[config.mk]
export PLATFORM = sky130hd
export DESIGN_NAME = iau_front_flat
export DESIGN_NICKNAME = d
export VERILOG_FILES = /design/src/rtl/iau_pkg.sv /design/src/rtl/iau_if.sv /design/src/rtl/iau_front.sv /design/src/flat_wrapper.sv
export SDC_FILE = /design/constraint.sdc
export NUM_CORES = 1
export LEC_CHECK = 0
export BUFFER_PORTS_ARGS = -buffer_cell sky130_fd_sc_hd__buf_4
export CAP_MARGIN = 10
export CORE_AREA = 5 5 101 103
export DETAILED_ROUTE_END_ITERATION = 7
export DIE_AREA = 0 0 106 108
export GPL_ROUTABILITY_DRIVEN = 0
export SLEW_MARGIN = 15
export SYNTH_ARGS = -nofsm -noshare
export SYNTH_HDL_FRONTEND = slang
export SYNTH_SLANG_ARGS = --single-unit
[constraint.sdc]
create_clock -name vclk -period 0.9
set_clock_uncertainty 0.1 [all_clocks]
set_input_delay 0.18 -clock vclk [all_inputs]
set_output_delay 0.18 -clock vclk [all_outputs]
set_load 0.02 [all_outputs]
[src/rtl/iau_pkg.sv]
package iau_pkg;

  // Field and arithmetic widths.
  localparam int DATA_W    = 32;
  localparam int FRAC_BITS = 16;
  localparam int NUM_W     = DATA_W + FRAC_BITS;
  localparam int PROD_W    = 2 * DATA_W;
  localparam int WIDE_W    = NUM_W + 2;
  localparam int SQ_STEPS  = NUM_W / 2;
  localparam int SQ_REM_W  = SQ_STEPS + 2;
  localparam int DIV_STEPS = NUM_W;

  typedef logic signed [DATA_W-1:0] data_t;
  typedef logic signed [WIDE_W-1:0] wide_t;

  // Saturation range, in the wide domain and at field width.
  localparam wide_t RNG_MAX = {{(WIDE_W-DATA_W+1){1'b0}}, {(DATA_W-1){1'b1}}};
  localparam wide_t RNG_MIN = {{(WIDE_W-DATA_W+1){1'b1}}, {(DATA_W-1){1'b0}}};
  localparam data_t DATA_MAX = {1'b0, {(DATA_W-1){1'b1}}};
  localparam data_t DATA_MIN = {1'b1, {(DATA_W-1){1'b0}}};

  // Operation codes; the first ten match the mode field.
  typedef enum logic [3:0] {
    OP_ADD    = 4'd0,
    OP_SUB    = 4'd1,
    OP_MUL    = 4'd2,
    OP_DIV    = 4'd3,
    OP_MIN    = 4'd4,
    OP_MAX    = 4'd5,
    OP_NEG    = 4'd6,
    OP_ABS    = 4'd7,
    OP_SQUARE = 4'd8,
    OP_SQRT   = 4'd9,
    OP_NONE   = 4'd10
  } op_t;

  localparam logic [3:0] MODE_LAST = 4'd9;

  // A classified item as it waits in the queue.
  typedef struct packed {
    op_t   op;
    logic  div_zero;
    data_t a_lower;
    data_t a_upper;
    data_t b_lower;
    data_t b_upper;
  } item_t;

  function automatic wide_t min_w(input wide_t x, input wide_t y);
    return (x < y) ? x : y;
  endfunction

  function automatic wide_t max_w(input wide_t x, input wide_t y);
    return (x > y) ? x : y;
  endfunction

endpackage

[src/rtl/iau_if.sv]
// Request channel: mode and two intervals.
interface iau_req_if;
  logic                 valid;
  logic                 ready;
  logic [3:0]           mode;
  iau_pkg::data_t       a_lower;
  iau_pkg::data_t       a_upper;
  iau_pkg::data_t       b_lower;
  iau_pkg::data_t       b_upper;

  modport source (output valid, mode, a_lower, a_upper, b_lower, b_upper, input ready);
  modport sink (input valid, mode, a_lower, a_upper, b_lower, b_upper, output ready);
endinterface


[src/rtl/iau_front.sv]
module iau_front (
  iau_req_if.sink         req,
  input  logic            q_ready,
  output logic            push,
  output iau_pkg::item_t  item
);

  // The queue decides whether an item can be taken.
  assign req.ready = q_ready;
  assign push      = req.valid && q_ready;

  // Classify the mode and spot a divisor interval that holds zero.
  always_comb begin
    item.op       = (req.mode <= iau_pkg::MODE_LAST) ? iau_pkg::op_t'(req.mode)
                                                     : iau_pkg::OP_NONE;
    item.div_zero = (req.b_lower <= 0 && req.b_upper >= 0) ||
                    req.b_lower == 0 || req.b_upper == 0;
    item.a_lower  = req.a_lower;
    item.a_upper  = req.a_upper;
    item.b_lower  = req.b_lower;
    item.b_upper  = req.b_upper;
  end

endmodule

[src/flat_wrapper.sv]
// flat-port wrapper written by rule: the top's interface ports become plain ports
module iau_front_flat 
  (q_ready, push, item, req_valid, req_mode, req_a_lower, req_a_upper, req_b_lower, req_b_upper, req_ready);
  iau_req_if req_i ();
  input  logic q_ready;
  output logic push;
  output iau_pkg::item_t item;
  input wire logic [$bits(req_i.valid)-1:0] req_valid;
  input wire logic [$bits(req_i.mode)-1:0] req_mode;
  input wire logic [$bits(req_i.a_lower)-1:0] req_a_lower;
  input wire logic [$bits(req_i.a_upper)-1:0] req_a_upper;
  input wire logic [$bits(req_i.b_lower)-1:0] req_b_lower;
  input wire logic [$bits(req_i.b_upper)-1:0] req_b_upper;
  output wire logic [$bits(req_i.ready)-1:0] req_ready;
  assign req_i.valid = req_valid;
  assign req_i.mode = req_mode;
  assign req_i.a_lower = req_a_lower;
  assign req_i.a_upper = req_a_upper;
  assign req_i.b_lower = req_b_lower;
  assign req_i.b_upper = req_b_upper;
  assign req_ready = req_i.ready;
  iau_front u_core (.req(req_i), .q_ready(q_ready), .push(push), .item(item));
endmodule
==> impl_metrics.csv <==
group,metric,value,unit
die,floorplan.initialDensity,12.8,%
timing,drv_slew,0,
cells_and_area,drive_gt1_share,93.2,%
setup_path,cp.arrival,1.17,ns
setup_path,required,0.62,ns
logic_synthesis,postSynthAreaPerCell,7.37,um^2
detailed_routing,wl_per_cell,12.5,um
cells_and_area,nFillCells,995,
timing,rsz0062_at_grt,"true",
detailed_routing,viasPerCell,3.39,
cts,post_cts_buffers,0,
cells_and_area,multiInputGateArea,328,um^2
setup_path,critPathMaxFanout,2,
detailed_routing,drc,0,
detailed_routing,via_count,1020,
detailed_routing,firstDrtPassIters,2,
timing,fin_crit,1.45,ns
min_path,min_path_type,"in2out",
cells_and_area,syn_to_final_growth,47.7,%
logic_synthesis,netlist_instances,158,
logic_synthesis,yosysMostFrequentCell,"buf_4",
timing,fin_crit_sh,162,%
global_route,grt_pass1_vias,1106,
detailed_routing,ant_nets,0,
run,maxCapViolCount,0,
logic_synthesis,synthTopCellsByCount,"buf_4, nor4_1, nand4_1",
outcome,outcome,"finished, violations left",
cells_and_area,numSequentialCells,0,
die,fp.dieW,106,um
outcome,violations,"setup timing",
cells_and_area,nets,326,
die,ios,269,
logic_synthesis,yosys-top-cells-area,"buf_4, nor4_1, nor4_2, nand4_1, and2_1",
setup_path,start_kind,"primary input",
power_and_ir_drop,peakVddDrop,0.140,mV
place,io_buffers,141,
cells_and_area,insertedDiodeCount,0,
logic_synthesis,synth_top_family_by_area,"buffers and inverters",
min_path,hp-start,"req_a_upper[15]",
place,dpl.hpwl,3.46,mm
logic_synthesis,synth_top_area_cell,"buf_4",
global_route,antenna_found_initial,0,
logic_synthesis,yosysTopAreaCellShare,83.1,%
min_path,min_path_cells,0,
timing,hold_viol,0,
global_route,grt_max_degree,5,
logic_synthesis,synth_cell_type_count,12,
detailed_routing,wl,3.78,mm
logic_synthesis,syn_area,1160,um^2
cts,ctsHoldBuffers,0,
logic_synthesis,yosysSeqAreaShare,0,%
cells_and_area,register_area,0,um^2
timing,whs,0.260,ns
logic_synthesis,synth_fp_nets,292,
logic_synthesis,synth-xor-area-share,0,%
logic_synthesis,synth_mux_area_share,0,%
timing,setup_violations,2,
timing,max_freq,688,MHz
cells_and_area,clkbuf_count,0,
power_and_ir_drop,leakage,0.000843,uW
logic_synthesis,synth_compound_area_share,2.26,%
die,coreArea,9110,um^2
setup_path,cp-end-kind,"primary output",
power_and_ir_drop,finalPower,936,uW
die,row_count,35,
die,design.die.area,11400,um^2
min_path,hold_end,"item[79]",
global_route,grtUsageTotal,5.58,%
logic_synthesis,synthSimpleGateAreaFrac,14.0,%
setup_path,crit_type,"in2out",
timing,slew_headroom,80.5,%
power_and_ir_drop,power.density,544,nW/um^2
detailed_routing,first_iter_violations,17,
logic_synthesis,synth_warnings,0,
logic_synthesis,synth_fa_ha_area_share,0,%
global_route,grt_pass1_wl,5.29,mm
timing,worst_pin_slew,0.289,ns
die,die_h,108,um
timing,fin_ws,-0.554,ns
global_route,grt_overflow_total,0,
## cells by family after synthesis
family,after synthesis
AOI/OAI and AO/OA,4
buffers and inverters,131
and+or+nand+nor,23
## placed cells by master, fill, tap and decap left out
master	n
buf_4	153
nor4_1	4
and2_1	2
o21ai_2	1
buf_6	9
nor2b_1	1
nor4_4	7
nor4_2	5
nand4_1	4
o22ai_2	1
inv_1	1
a21o_1	1
o21bai_4	1
## stage by stage
stage	instances	util (%)	worst slack (ns)	TNS (ns)	cell area, um^2
after global routing	301	18.9	-0.640	-0.680	1720
after global placement	301	17.8	-0.840	-0.915	1620
after CTS	301	18.3	-0.660	-0.673	1660
final	301	18.9	-0.554	-0.566	1720
after floorplan	158	-	-0.192	-0.192	1230
after detailed placement	301	17.8	-0.828	-0.907	1620
## worst max-delay path, stage by stage
cell	delay [ns]
buf_4	0.12
nor4_4	0.28
nand4_1	0.18
buf_4	0.18
o21bai_4	0.10
buf_6	0.13
## per-layer routing
metal  vias to the layer above  track usage [%]  share of wire, %
li1                        454                -                 -
met5                         -                0                 0
met1                       425             5.07                28
met4                         0             1.48               2.3
met2                       129             10.5                52
met3                        12             3.34                18
## cell type report
type	count	area share (%)
Inverter	1	0.218
Multi-Input combinational cell	27	19.1
Tap cell	111	8.07
Timing Repair Buffer	162	72.7
## report_power, final
group          internal (uW)  total, uW  switching [uW]
Sequential                 0          0               0
Clock                      0          0               0
Combinational            499        936             437
Total                    499        936             437
## worst max path at each step
stage | from | end | slack [ns]
CTS | req_b_upper[22] | item[128] | -0.66
global placement | req_b_upper[17] | item[128] | -0.84
floorplan | req_b_upper[5] | item[128] | -0.19
global route | req_b_lower[14] | item[128] | -0.64
detailed placement | req_b_upper[17] | item[128] | -0.83
finish | req_b_lower[14] | item[128] | -0.55
## what timing repair did
| action | 4_1_cts | 5_1_grt |
|---|---|---|
| endpoints found under the setup margin | 2 | 2 |
| pin swaps | 5 | 8 |
| resized for setup | 10 | 9 |
Power figures use the tool's default switching activity.
