**src/rtl/iau_pkg.sv**
```systemverilog
package iau_pkg;

  // Field and arithmetic widths.
  localparam int DATA_W    = 32;
  localparam int FRAC_BITS = 16;
  localparam int NUM_W     = DATA_W + FRAC_BITS;
  localparam int PROD_W    = 2 * DATA_W;
  localparam int WIDE_W    = NUM_W + 2;
  localparam int SQ_STEPS  = NUM_W / 2;
  localparam int SQ_REM_W  = SQ_STEPS + 2;
  localparam int DIV_STEPS = NUM_W;

  typedef logic signed [DATA_W-1:0] data_t;
  typedef logic signed [WIDE_W-1:0] wide_t;

  // Saturation range, in the wide domain and at field width.
  localparam wide_t RNG_MAX = {{(WIDE_W-DATA_W+1){1'b0}}, {(DATA_W-1){1'b1}}};
  localparam wide_t RNG_MIN = {{(WIDE_W-DATA_W+1){1'b1}}, {(DATA_W-1){1'b0}}};
  localparam data_t DATA_MAX = {1'b0, {(DATA_W-1){1'b1}}};
  localparam data_t DATA_MIN = {1'b1, {(DATA_W-1){1'b0}}};

  // Operation codes; the first ten match the mode field.
  typedef enum logic [3:0] {
    OP_ADD    = 4'd0,
    OP_SUB    = 4'd1,
    OP_MUL    = 4'd2,
    OP_DIV    = 4'd3,
    OP_MIN    = 4'd4,
    OP_MAX    = 4'd5,
    OP_NEG    = 4'd6,
    OP_ABS    = 4'd7,
    OP_SQUARE = 4'd8,
    OP_SQRT   = 4'd9,
    OP_NONE   = 4'd10
  } op_t;

  localparam logic [3:0] MODE_LAST = 4'd9;

  // A classified item as it waits in the queue.
  typedef struct packed {
    op_t   op;
    logic  div_zero;
    data_t a_lower;
    data_t a_upper;
    data_t b_lower;
    data_t b_upper;
  } item_t;

  function automatic wide_t min_w(input wide_t x, input wide_t y);
    return (x < y) ? x : y;
  endfunction

  function automatic wide_t max_w(input wide_t x, input wide_t y);
    return (x > y) ? x : y;
  endfunction

endpackage

```
**src/rtl/iau_queue.sv**
```systemverilog
module iau_queue (
  input  logic            clk,
  input  logic            rst,
  input  logic            push,
  input  iau_pkg::item_t  push_item,
  input  logic            pop,
  output logic            ready,
  output logic            valid,
  output iau_pkg::item_t  head
);

  iau_pkg::item_t mem [2];
  logic [1:0]     cnt;
  logic           wp;
  logic           rp;

  assign ready = (cnt != 2'd2);
  assign valid = (cnt != 2'd0);
  assign head  = mem[rp];

  // Two-entry circular buffer between the front and the back.
  always_ff @(posedge clk) begin
    if (rst) begin
      cnt <= 2'd0;
      wp  <= 1'b0;
      rp  <= 1'b0;
    end else begin
      if (push) begin
        wp <= ~wp;
      end
      if (pop) begin
        rp <= ~rp;
      end
      cnt <= cnt + 2'(push) - 2'(pop);
    end
    if (push) begin
      mem[wp] <= push_item;
    end
  end

endmodule

```
**config.mk**
```make
export PLATFORM = sky130hd
export DESIGN_NAME = iau_queue
export DESIGN_NICKNAME = d
export VERILOG_FILES = /design/src/rtl/iau_pkg.sv /design/src/rtl/iau_queue.sv
export SDC_FILE = /design/constraint.sdc
export NUM_CORES = 1
export LEC_CHECK = 0
export ABC_CLOCK_PERIOD_IN_PS = 10900
export BUFFER_PORTS_ARGS = -buffer_cell sky130_fd_sc_hd__buf_2
export CAP_MARGIN = 20
export CORE_ASPECT_RATIO = 1.2
export CORE_UTILIZATION = 44
export CTS_BUF_LIST = sky130_fd_sc_hd__clkbuf_4 sky130_fd_sc_hd__clkbuf_8
export CTS_CLUSTER_DIAMETER = 100
export DETAILED_ROUTE_END_ITERATION = 16
export PLACE_DENSITY_LB_ADDON = 0.3
export SLEW_MARGIN = 20
export SYNTH_ARGS = -nofsm -noshare
export SYNTH_HDL_FRONTEND = slang
export SYNTH_SLANG_ARGS = --single-unit
```
**constraint.sdc**
```tcl
create_clock -name clk -period 10.9 [get_ports clk]
set_clock_uncertainty 0.05 [all_clocks]
set_input_delay 1.635 -clock clk [delete_from_list [all_inputs] [get_ports clk]]
set_output_delay 1.635 -clock clk [all_outputs]
set_load 0.02 [all_outputs]
```
==> results of run 1 <==
[kinds of logic after synthesis]
group,after synthesis,share of synthesized area [%]
flip-flops,271,80.11
multiplexers,133,17.44
buffers and inverters,17,1.376
AND/OR/NAND/NOR,9,0.4337
XOR/XNOR,3,0.3966
adder cells (fa/ha/maj),2,0.2478
[cell type report]
| cell class | count | area (um^2) | area share [%] |
|---|---|---|---|
| diodes | 3 | 7.507 | 0.05995 |
| well taps | 279 | 349.1 | 2.787 |
| inverters | 2 | 7.507 | 0.05995 |
| multi-input cells | 147 | 1879 | 15.01 |
| clock inverters | 17 | 72.57 | 0.5795 |
| flip-flops and latches | 271 | 8092 | 64.61 |
| clock buffers | 56 | 701.9 | 5.605 |
| repair buffers | 276 | 1414 | 11.29 |
[routing by layer]
layer	up-vias	GRT usage (%)	wire [um]
met5	-	0	13
met4	2	6.450	480
met3	36	5.233	1397
met2	190	28.50	10100
met1	2507	16.99	6865
li1	2351	-	-
[stage by stage]
step / instances / hold WS (ps) / utilization (%) / power (mW) / instance area, um^2
after floorplan: 435 / 429.9 / - / 1.475 / 10100
after global placement: 974 / 443.2 / 52.19 / 1.564 / 11710
after detailed placement: 974 / 464.8 / 52.19 / 1.575 / 11710
after CTS: 1047 / 466.3 / 55.64 / 2.364 / 12490
after global routing: 1049 / 495.3 / 55.77 / 2.423 / 12520
final: 1051 / 452.8 / 55.79 / 2.332 / 12520
[sequential cells by signal, indices dropped and copies added (netlist names), named ones only]
name and cells:
cnt 2, mem 266, rp 1, wp 1
[power by group]
| part | internal [mW] | switching (mW) | leakage, nW |
|---|---|---|---|
| combinational | 0.136 | 0.175 | 1.92 |
| clock | 0.417 | 0.365 | 0.409 |
| sequential | 1.22 | 0.0205 | 2.54 |
[cell usage after synthesis]
master	number
edfxtp_1	266
dfxtp_1	5
nand2_1	1
inv_1	2
ha_1	2
mux2_2	63
xnor2_1	2
nor2_1	4
nor2b_1	2
buf_2	6
or2_2	1
buf_6	9
mux2_4	70
and2_1	1
xnor3_1	1
[worst register-to-register path: cells and delay by family, from the launching register on]
| kind | cells | cell delay [ps] |
|---|---|---|
| buf+inv | 1 | 810 |
| simple gates | 1 | 830 |
| flops | 1 | 400 |
[worst min path at each step]
stage	start	end
2_1_floorplan	rp$_SDFFE_PP0P_	flop
3_3_place_gp	rp$_SDFFE_PP0P_	rp$_SDFFE_PP0P_
3_5_place_dp	rp$_SDFFE_PP0P_	flop
4_1_cts	rp$_SDFFE_PP0P_	flop
5_1_grt	rp$_SDFFE_PP0P_	flop
6_report	rp$_SDFFE_PP0P_	flop
[cell usage in the layout (no fill, tap or decap), types with 3 or more instances in the layout]
master,n
buf_2,271
edfxtp_1,266
mux2_4,70
mux2_2,63
clkbuf_8,45
clkinv_1,12
clkbuf_4,11
nor2_1,4
clkinv_2,4
dfxtp_1,4
buf_4,4
diode_2,3
==> impl_metrics.csv, run 1 <==
group,metric,value,unit
placed_design,dp_slack,6487,ps
cts,cts-buffers-inserted,43,
setup_path,path_buf_inv,2,
cells_and_area,syn_to_final_growth,24.04,%
cts,clock-sinks,271,
setup_path,end_kind,"primary output",
synthesis,syn_avg_cell_area,23.21,um^2
route,dr.pass1.iters,4,
synthesis,synth_nets,574,
floorplanning,die_area,0.02356,mm^2
timing,final_hold_viol_count,0,
cts,clock_path_buffers,3,
route,viasPerCell,4.839,
grt,overflow,0,
cts,postCtsSetupRepairBufs,0,
placed_design,place_hpwl,12420,um
cts,postCtsHoldBufs,0,
synthesis,synth.top_cell.area_share,79.12,%
setup_path,crit_end,"head[0]",
grt,grt_pass1_wl,28380,um
setup_path,arrival,2700,ps
power_and_ir_drop,power_leakage,4.871,nW
setup_path,crit_path_start_kind,"flop",
timing,setup_ws,6514,ps
cts,htreeDepth,2,
route,wl_per_cell,17.94,um
synthesis,ys_seq_area_share,80.11,%
synthesis,synth_area_leaders,"edfxtp_1 (79%), mux2_4 (10%), mux2_2 (7.0%)",
setup_path,rr_endpoint,"mem[1][76]$_DFFE_PP_",
timing,min_period,4386,ps
floorplanning,start_util,44.98,%
timing,tightest_slew,1096,ps
placed_design,port_buffers,271,
floorplanning,num_rows,60,
power_and_ir_drop,vdd_drop_max,124.2,uV
cells_and_area,nets,880,
synthesis,yosys.area.top_type,"edfxtp_1",
cts,cts_root_buf,"clkbuf_8",
setup_path,path_class,"reg2out",
grt,first_global_vias,5441,
setup_path,critical_path.max_fanout,65,
synthesis,synth.distinct_cells,15,
worst_hold_path,whs_path_depth,2,
run,cap_violations,0,
run_status,status,"completed",
cells_and_area,n_fill_cell,1780,
floorplanning,core,0.02245,mm^2
route,ant_nets,0,
worst_hold_path,min_path_type,"reg2reg",
cts,path_clk_slew,60,ps
setup_path,crit_required,9220,ps
timing,slew_violations,0,
setup_path,rrSetupSlack,8430,ps
floorplanning,dieWidth,140.3,um
timing,setup_viol,0,
timing,fmax,228.0,MHz
setup_path,worstPathCellList,"buf_4 > mux2_2 > buf_2",
cells_and_area,final_layout_size_suffix_gt1_share,61.64,%
synthesis,synth-warning-count,0,
timing,slew_headroom,26.94,%
timing,fin_setup_tns,0,ps
grt,grt_antenna_before_repair,4,
grt,grt_start_max_net_pins,74,
floorplanning,pin_count,272,
setup_path,ff2ff_path_depth,2,
setup_path,cp_slowest_cell,"buf_4",
synthesis,syn_inst,435,
setup_path,cpPeakStageDelay,870,ps
grt,grt_usage,15.82,%
setup_path,worstReg2RegStart,"wp$_SDFFE_PP0P_",
route,drc,0,
cts,clkLatencyLatePin,500,ps
setup_path,critPathTopFamily,"buffers and inverters",
timing,rsz0062_at_grt,"no",
route,finalWirelength,18860,um
synthesis,synth-seq-cells,271,
cts,ctsResizeCount,0,
route,via_count,5086,
floorplanning,die_y,167.9,um
setup_path,cp.depth,3,
timing,fin_crit_sh,40.24,%
power_and_ir_drop,power.density,186.2,mW/mm^2
synthesis,synth_area,0.01010,mm^2
cts,cts_tree,"done",
placed_design,gp_congestion,0.7025,
route,drtIter0Drc,163,
No activity file was read; power rests on OpenSTA's default activity.
==> run 2: changes to the inputs <==
- ABC_AREA: default -> 1
- ABC_CLOCK_PERIOD_IN_PS: 10900 -> 4590
- clock period: 10.9 -> 4.59 ns (I/O delays scaled with it)
==> impl_metrics.csv, run 2 <==
group,metric,value,unit
route,via_count,5106,
synthesis,syn_inst,445,
setup_path,path_class,"reg2out",
synthesis,syn_avg_cell_area,22.70,um^2
placed_design,dp_cells,988,
cts,htreeDepth,2,
grt,grt_usage,16.30,%
route,drc,0,
worst_hold_path,min_path_type,"in2reg",
setup_path,ff2ff_path_depth,3,
timing,slew_violations,0,
setup_path,cp_slowest_cell,"dfxtp_4",
grt,first_global_vias,5464,
synthesis,synth-seq-cells,271,
setup_path,crit_path_start_kind,"flop",
grt,overflow,0,
setup_path,path_buf_inv,2,
cts,cts_tree,"done",
cts,clkLatencyLatePin,530,ps
synthesis,synth_area_leaders,"edfxtp_1 (79%), mux2_4 (10%), mux2_2 (7.0%)",
power_and_ir_drop,clockPowerShare,35.2,%
setup_path,end_kind,"primary output",
synthesis,synth.top_cell.area_share,79.06,%
floorplanning,pin_count,272,
cells_and_area,fin_area,0.01261,mm^2
cells_and_area,largest_reg_flops,266,
synthesis,yosys.area.top_type,"edfxtp_1",
placed_design,place_hpwl,13170,um
placed_design,place_area,0.01177,mm^2
floorplanning,die_y,168.0,um
power_and_ir_drop,netSwitchingFraction,23.73,%
cells_and_area,syn_to_final_growth,24.78,%
power_and_ir_drop,net-switching-power,1.319,mW
timing,final_hold_viol_count,0,
placed_design,port_buffers,271,
cts,postCtsHoldBufs,0,
timing,setup_viol,0,
power_and_ir_drop,internal_power,4.240,mW
cells_and_area,nets,892,
power_and_ir_drop,power.density,440.9,mW/mm^2
route,dr.pass1.iters,4,
grt,grt_antenna_before_repair,5,
cells_and_area,instances_no_fill,1070,
setup_path,arrival,2320,ps
setup_path,crit_required,3850,ps
worst_hold_path,min_from,"push_item[25]",
cells_and_area,final_cell_mix,"buf_2 (271), edfxtp_1 (266), mux2_4 (70), mux2_2 (63), clkbuf_8 (42)",
synthesis,ys_seq_area_share,80.05,%
cts,ctsResizeCount,0,
timing,fmax,327.3,MHz
timing,rsz0062_at_grt,"no",
cts,path_clk_slew,60,ps
cells_and_area,layout_commonest_cell,"buf_2",
timing,slew_headroom,39.24,%
cells_and_area,top_register,"mem",
synthesis,synth_most_common_cell,"edfxtp_1",
timing,fin_crit_sh,66.57,%
cts,clock_path_buffers,3,
cells_and_area,final_layout_size_suffix_gt1_share,60.99,%
cts,cts-buffers-inserted,42,
floorplanning,num_rows,60,
run,cap_violations,0,
setup_path,cpPeakStageDelay,640,ps
grt,grt_start_max_net_pins,96,
grt,grt_pass1_wl,28970,um
floorplanning,dieWidth,140.3,um
synthesis,synth_area,0.01010,mm^2
cells_and_area,fin_util,56.17,%
setup_path,worstPathCellList,"buf_4 > mux2_2 > buf_2",
synthesis,synth_nets,584,
power_and_ir_drop,vdd_drop_max,339.0,uV
run_status,status,"completed",
route,ant_nets,0,
cells_and_area,top_regs,"mem x266, cnt x2",
setup_path,cp.depth,3,
timing,min_period,3055,ps
floorplanning,core,0.02245,mm^2
setup_path,critPathTopFamily,"buffers and inverters",
route,wl_per_cell,18.07,um
worst_hold_path,whs_path_depth,1,
route,drtIter0Drc,191,
power_and_ir_drop,p_seq_share,52.4,%
cts,cts_root_buf,"clkbuf_8",
synthesis,synthArstFlopShare,0,%
synthesis,synth.distinct_cells,14,
floorplanning,start_util,45.01,%
route,finalWirelength,19340,um
cts,postCtsSetupRepairBufs,0,
timing,fin_setup_tns,0,ps
setup_path,critical_path.max_fanout,35,
synthesis,synth_top_cells_by_count,"edfxtp_1 (266), mux2_4 (70), mux2_2 (63)",
setup_path,worstReg2RegStart,"wp$_SDFFE_PP0P_",
route,viasPerCell,4.772,
timing,whs,288.9,ps
synthesis,synth_ff_type,"edfxtp_1",
power_and_ir_drop,power_leakage,4.928,nW
synthesis,synth-warning-count,0,
placed_design,gp_congestion,0.7553,
power_and_ir_drop,combPwrFrac,12.3,%
synthesis,synth_edf_count,266,
cts,clock-sinks,271,
timing,tightest_slew,911.4,ps
floorplanning,die_area,0.02357,mm^2
==> run 2: per-layer routing <==
| layer | routed length, um | share of wire (%) | vias up | global-route usage, % |
|---|---|---|---|---|
| met2 | 9875 | 51 | 205 | 28.11 |
| met1 | 7371 | 38 | 2463 | 18.42 |
| met5 | 11 | 0.057 | - | 0 |
| met4 | 636 | 3.3 | 2 | 7.740 |
| met3 | 1441 | 7.5 | 51 | 5.063 |
| li1 | - | - | 2385 | - |
==> run 2: area by class of cell <==
type / count / area (um^2)
Timing Repair Buffer: 279 / 1429
Multi-Input combinational cell: 151 / 1862
Sequential cell: 271 / 8092
Inverter: 8 / 35.03
Clock inverter: 24 / 162.7
Fill cell: 1760 / 9839
Clock buffer: 54 / 668.1
Antenna cell: 4 / 10.01
Tap cell: 279 / 349.1
==> run 2: cells by family (layout without fill, tap and decap cells) <==
group | count (synthesis) | count (layout) | synth area share [%]
DFF | 271 | 271 | 80.05
muxes | 133 | 133 | 17.42
buffers and inverters | 23 | 365 | 1.598
and+or+nand+nor | 14 | 14 | 0.5448
adders and majority gates | 2 | 2 | 0.2476
AOI/OAI and AO/OA | 1 | 1 | 0.04949
xor gates and xnor gates | 1 | 1 | 0.08670
other | 0 | 4 | 0
==> run 2: stage by stage <==
step	total power, mW	setup WS, ps
after floorplan	3.425	726.4
after detailed placement	3.664	2059
final	5.559	1535
after CTS	5.636	1465
after global routing	5.781	1399
after global placement	3.639	2108
==> run 2: final timing paths <==
| check | end | slack, ps |
|---|---|---|
| hold / removal | mem[1][25]$_DFFE_PP_ | 290 |
| setup reg to reg | mem[1][108]$_DFFE_PP_ | 2510 |
| hold reg to reg | rp$_SDFFE_PP0P_ | 470 |
| setup / recovery | head[9] | 1530 |
==> run 2: power groups by stage <==
stage                     clock network (mW)  registers, mW  logic (mW)
after global placement                     0           2.96       0.677
after CTS                               2.02           2.92       0.696
final                                   1.96           2.92       0.686
after detailed placement                   0           2.97       0.695
after floorplan                            0           2.95       0.475
after global routing                    2.12           2.93       0.734
